$ cat src/rtl/core/dpsq_pkg.sv
// Package for the dual policy service queue.
// Entry type, request codes, status codes and controller states.
// No dependencies.
`timescale 1ns / 1ps

package dpsq_pkg;

   localparam logic [1:0] FN_ARRIVE       = 2'd0;
   localparam logic [1:0] FN_SERVE_OLDEST = 2'd1;
   localparam logic [1:0] FN_SERVE_VALUE  = 2'd2;

   localparam logic [1:0] STS_ACCEPTED = 2'd0;
   localparam logic [1:0] STS_SERVED   = 2'd1;
   localparam logic [1:0] STS_EMPTY    = 2'd2;
   localparam logic [1:0] STS_REJECT   = 2'd3;

   typedef struct packed {
      logic        valid;
      logic [31:0] value;
      logic [31:0] number;
   } entry_type;

   typedef enum logic [1:0] {
      ST_IDLE,
      ST_SCAN,
      ST_DONE
   } state_type;

endpackage

$ cat src/rtl/core/dpsq_cell.sv
// One storage cell of the circulating entry ring.
// Depends on dpsq_pkg (entry_type).
`timescale 1ns / 1ps

module dpsq_cell (
   input  logic               clock,
   input  logic               reset,
   input  logic               shift,
   input  dpsq_pkg::entry_type ent_i,
   output dpsq_pkg::entry_type ent_o
);

   logic        valid_ff;
   logic [31:0] value_ff;
   logic [31:0] number_ff;

   always_ff @(posedge clock) begin
      if (reset) begin
         valid_ff <= 1'b0;
      end else if (shift) begin
         valid_ff <= ent_i.valid;
      end
   end

   // payload needs no reset; only valid entries are ever used
   always_ff @(posedge clock) begin
      if (shift) begin
         value_ff  <= ent_i.value;
         number_ff <= ent_i.number;
      end
   end

   assign ent_o = '{valid: valid_ff, value: value_ff, number: number_ff};

endmodule

$ cat config.mk
export PLATFORM = sky130hd
export DESIGN_NAME = dpsq_cell
export DESIGN_NICKNAME = d
export VERILOG_FILES = /design/src/rtl/core/dpsq_pkg.sv /design/src/rtl/core/dpsq_cell.sv
export SDC_FILE = /design/constraint.sdc
export NUM_CORES = 1
export LEC_CHECK = 0
export ABC_CLOCK_PERIOD_IN_PS = 1300
export BUFFER_PORTS_ARGS = -buffer_cell sky130_fd_sc_hd__buf_2
export CORE_ASPECT_RATIO = 1.2
export CORE_UTILIZATION = 43
export CTS_CLUSTER_DIAMETER = 50
export DETAILED_ROUTE_END_ITERATION = 8
export GPL_TIMING_DRIVEN = 0
export PLACE_DENSITY_LB_ADDON = 0.2
export SLEW_MARGIN = 20
export SYNTH_ARGS = -nofsm -noshare
export SYNTH_HDL_FRONTEND = slang
export SYNTH_SLANG_ARGS = --single-unit
$ cat constraint.sdc
create_clock -name clock -period 1.3 [get_ports clock]
set_input_delay 0.065 -clock clock [delete_from_list [all_inputs] [get_ports clock]]
set_output_delay 0.065 -clock clock [all_outputs]
set_load 0.01 [all_outputs]
==> impl_results.md <==
- Status: completed
- Synth warnings: 0
- Synthesized instance count: 68
- Sw frac: 0.212
- Synthesized area: 1960 µm²
- Diode count: 0
- CP Data Required Time: 1.24 ns
- Worst setup margin: 0.337 ns
- Clock slew at reported path FFs: 0.06 ns
- Drt drc: 0
- Layout cell share with drive strength beyond 1: 0.507
- Gp weighted congestion: between 0.6 and 0.7
- Min-delay worst type: in2reg
- CP Max Fanout: 2
- Final worst clock skew: 0 ns
- Core area: around 4300 µm²
- Initial antenna violation count: 0
- Worst Setup Path Type: reg2out
- Multi-input combinational cell area: 13.8 µm²
- Die W: between 60 and 70 µm
- Fmax: 1.04 GHz
- Cts repair resizes: 0
- Syn-to-layout area delta: 78.7%
- Total track usage: 0.198
- Number of global-route vias before repair: 1577
- Maximum buffer depth of the clock tree: 2
- Final Max Tran Viols: 0
- Post-DRT Antenna Nets: 0
- Routed len/inst: 13.5 µm
- Detailed router's first-iteration violation count: 55
- Largest net degree at the start of global routing: 66
- GRT Residual Overflow: 0
- FF+latch area: 1940 µm²
- Worst-Margin Slew: 0.768 ns
- Root buffer selected by CTS: clkbuf_8
- Max-capacitance violation count: 0
- Final Hold Fails: 0
- Period Utilization, post-route: 0.741
- Final nets: 345
- CTS tree: built
- Pre-CTS setup slack: 0.176 ns
- Worst Path Arrival: 0.90 ns
- Leakage: ~0.0015 µW
- Drt first pass iters: 4
- Sequential area share after synthesis: 0.989
- Synth cell types: 5
- Clk pwr share: 0.297
- Pwr dens: 1240 nW/µm²
- WL final: 4.58 mm
- Row cnt: 26
- Number of fill cells: 253
- P_int: 3440 µW
- Yosys reg bits: 65
- H-tree Lvls: 3
- Crit start category: register
- Post-DP HPWL: 2.64 mm
- Flop pwr share: 0.579
- PortBufs: 132
- Synthesized area per cell: between 20 and 30 µm²
- Final setup vio count: 0
- Post-Syn Nets: 136
- RSZ-0062 raised after global routing: false
- DR vias: 1455
- Net switching power: just over 900 µW
- Slew HR: 0.488
- Worst VDD drop: 0.959 mV
- I/O Pins: 133
- Total die area: 4840 µm²
- TritonCTS Buffers: 9
- Post-route setup TNS: 0 ns
- First-pass GRT wire length: 6.92 mm
- Comb power frac: 0.124
- Vias per cell: 4.30
- Min cycle time layout: 0.963 ns
- CTS sink count: 65
- Starting Density: 0.454
- Worst-Skew Late Latency: 0.31 ns
- Die Y: around 76 µm
- Crit path capture type: output pin
==> synth_stat cells <==
cell type  number  area (µm²)
dfxtp_1         1        20.0
mux2i_1         1        10.0
nor2_1          1        3.75
edfxtp_1       64        1920
buf_4           1        7.51
==> repair_timing <==
action | 4_1_cts | 5_1_grt
setup endpoints to repair | 0 | 0
hold buffers | 66 | 0
setup buffers | 0 | 0
hold endpoints to repair | 65 | 0
==> critical path: stages, from the launching register on <==
cell	delay (ns)
dfxtp_1	0.36
buf_4	0.12
buf_2	0.12
==> through the flow <==
step	hold slack (ns)	cell area (µm²)	power (µW)	instances	util
6_report	0.348	3510	4370	338	0.811
5_1_grt	0.387	3510	4520	338	0.811
4_1_cts	0.348	3510	4400	338	0.811
3_5_place_dp	0.231	2700	2950	256	0.623
3_3_place_gp	0.223	2690	2940	256	0.623
2_1_floorplan	0.137	1960	2670	68	-
==> final timing paths <==
| check | end | slack [ns] | start | cells past startpoint |
|---|---|---|---|---|
| worst max register to register | valid_ff$_SDFFE_PP0P_ | 0.67 | valid_ff$_SDFFE_PP0P_ | 2 |
| worst max-delay path | ent_o[64] | 0.34 | valid_ff$_SDFFE_PP0P_ | 2 |
| worst min register to register | valid_ff$_SDFFE_PP0P_ | 0.56 | valid_ff$_SDFFE_PP0P_ | 2 |
| worst min-delay path | number_ff[12]$_DFFE_PP_ | 0.35 | shift | 1 |
==> state kept, by name (all words and copies together), names as in the netlist <==
signal / cells
valid_ff: 1
number_ff: 32
value_ff: 32
==> final cells by class <==
| cell class | instances | share of cell area |
|---|---|---|
| Sequential cell | 65 | 0.553 |
| Clock buffer | 9 | 0.0353 |
| Buffer | 1 | 0.00214 |
| Timing Repair Buffer | 198 | 0.377 |
| Multi-Input combinational cell | 2 | 0.00392 |
| Tap cell | 56 | 0.0200 |
| Clock inverter | 7 | 0.00785 |
==> cell families after synthesis <==
family	after synthesis	synth area share
flip-flops	65	0.989
AND/OR/NAND/NOR	1	0.00191
buffers and inverters	1	0.00383
multiplexers	1	0.00510
==> layout by cell type, fill, tap and decap left out, drive strengths merged <==
cell type    netlist  layout
dfxtp              1       1
clkinv             0       7
mux2i              1       1
dlygate4sd3        0      66
buf                1     133
edfxtp            64      64
clkbuf             0       9
nor2               1       1
==> power groups by stage <==
stage / clock network, µW / logic (µW) / registers, µW
after detailed placement: 0 / 384 / 2570
after CTS: 1330 / 537 / 2530
after floorplan: 0 / 6.05 / 2660
after global placement: 0 / 373 / 2560
final: 1300 / 540 / 2530
after global routing: 1400 / 578 / 2540
==> routing by layer <==
layer	track usage	wire, µm	vias to the layer above
met5	0	0	-
met4	0.123	155	0
met3	0.0494	293	14
met2	0.361	2550	86
met1	0.194	1580	665
li1	-	-	690
Note: power is estimated with default switching activity, not from simulation.
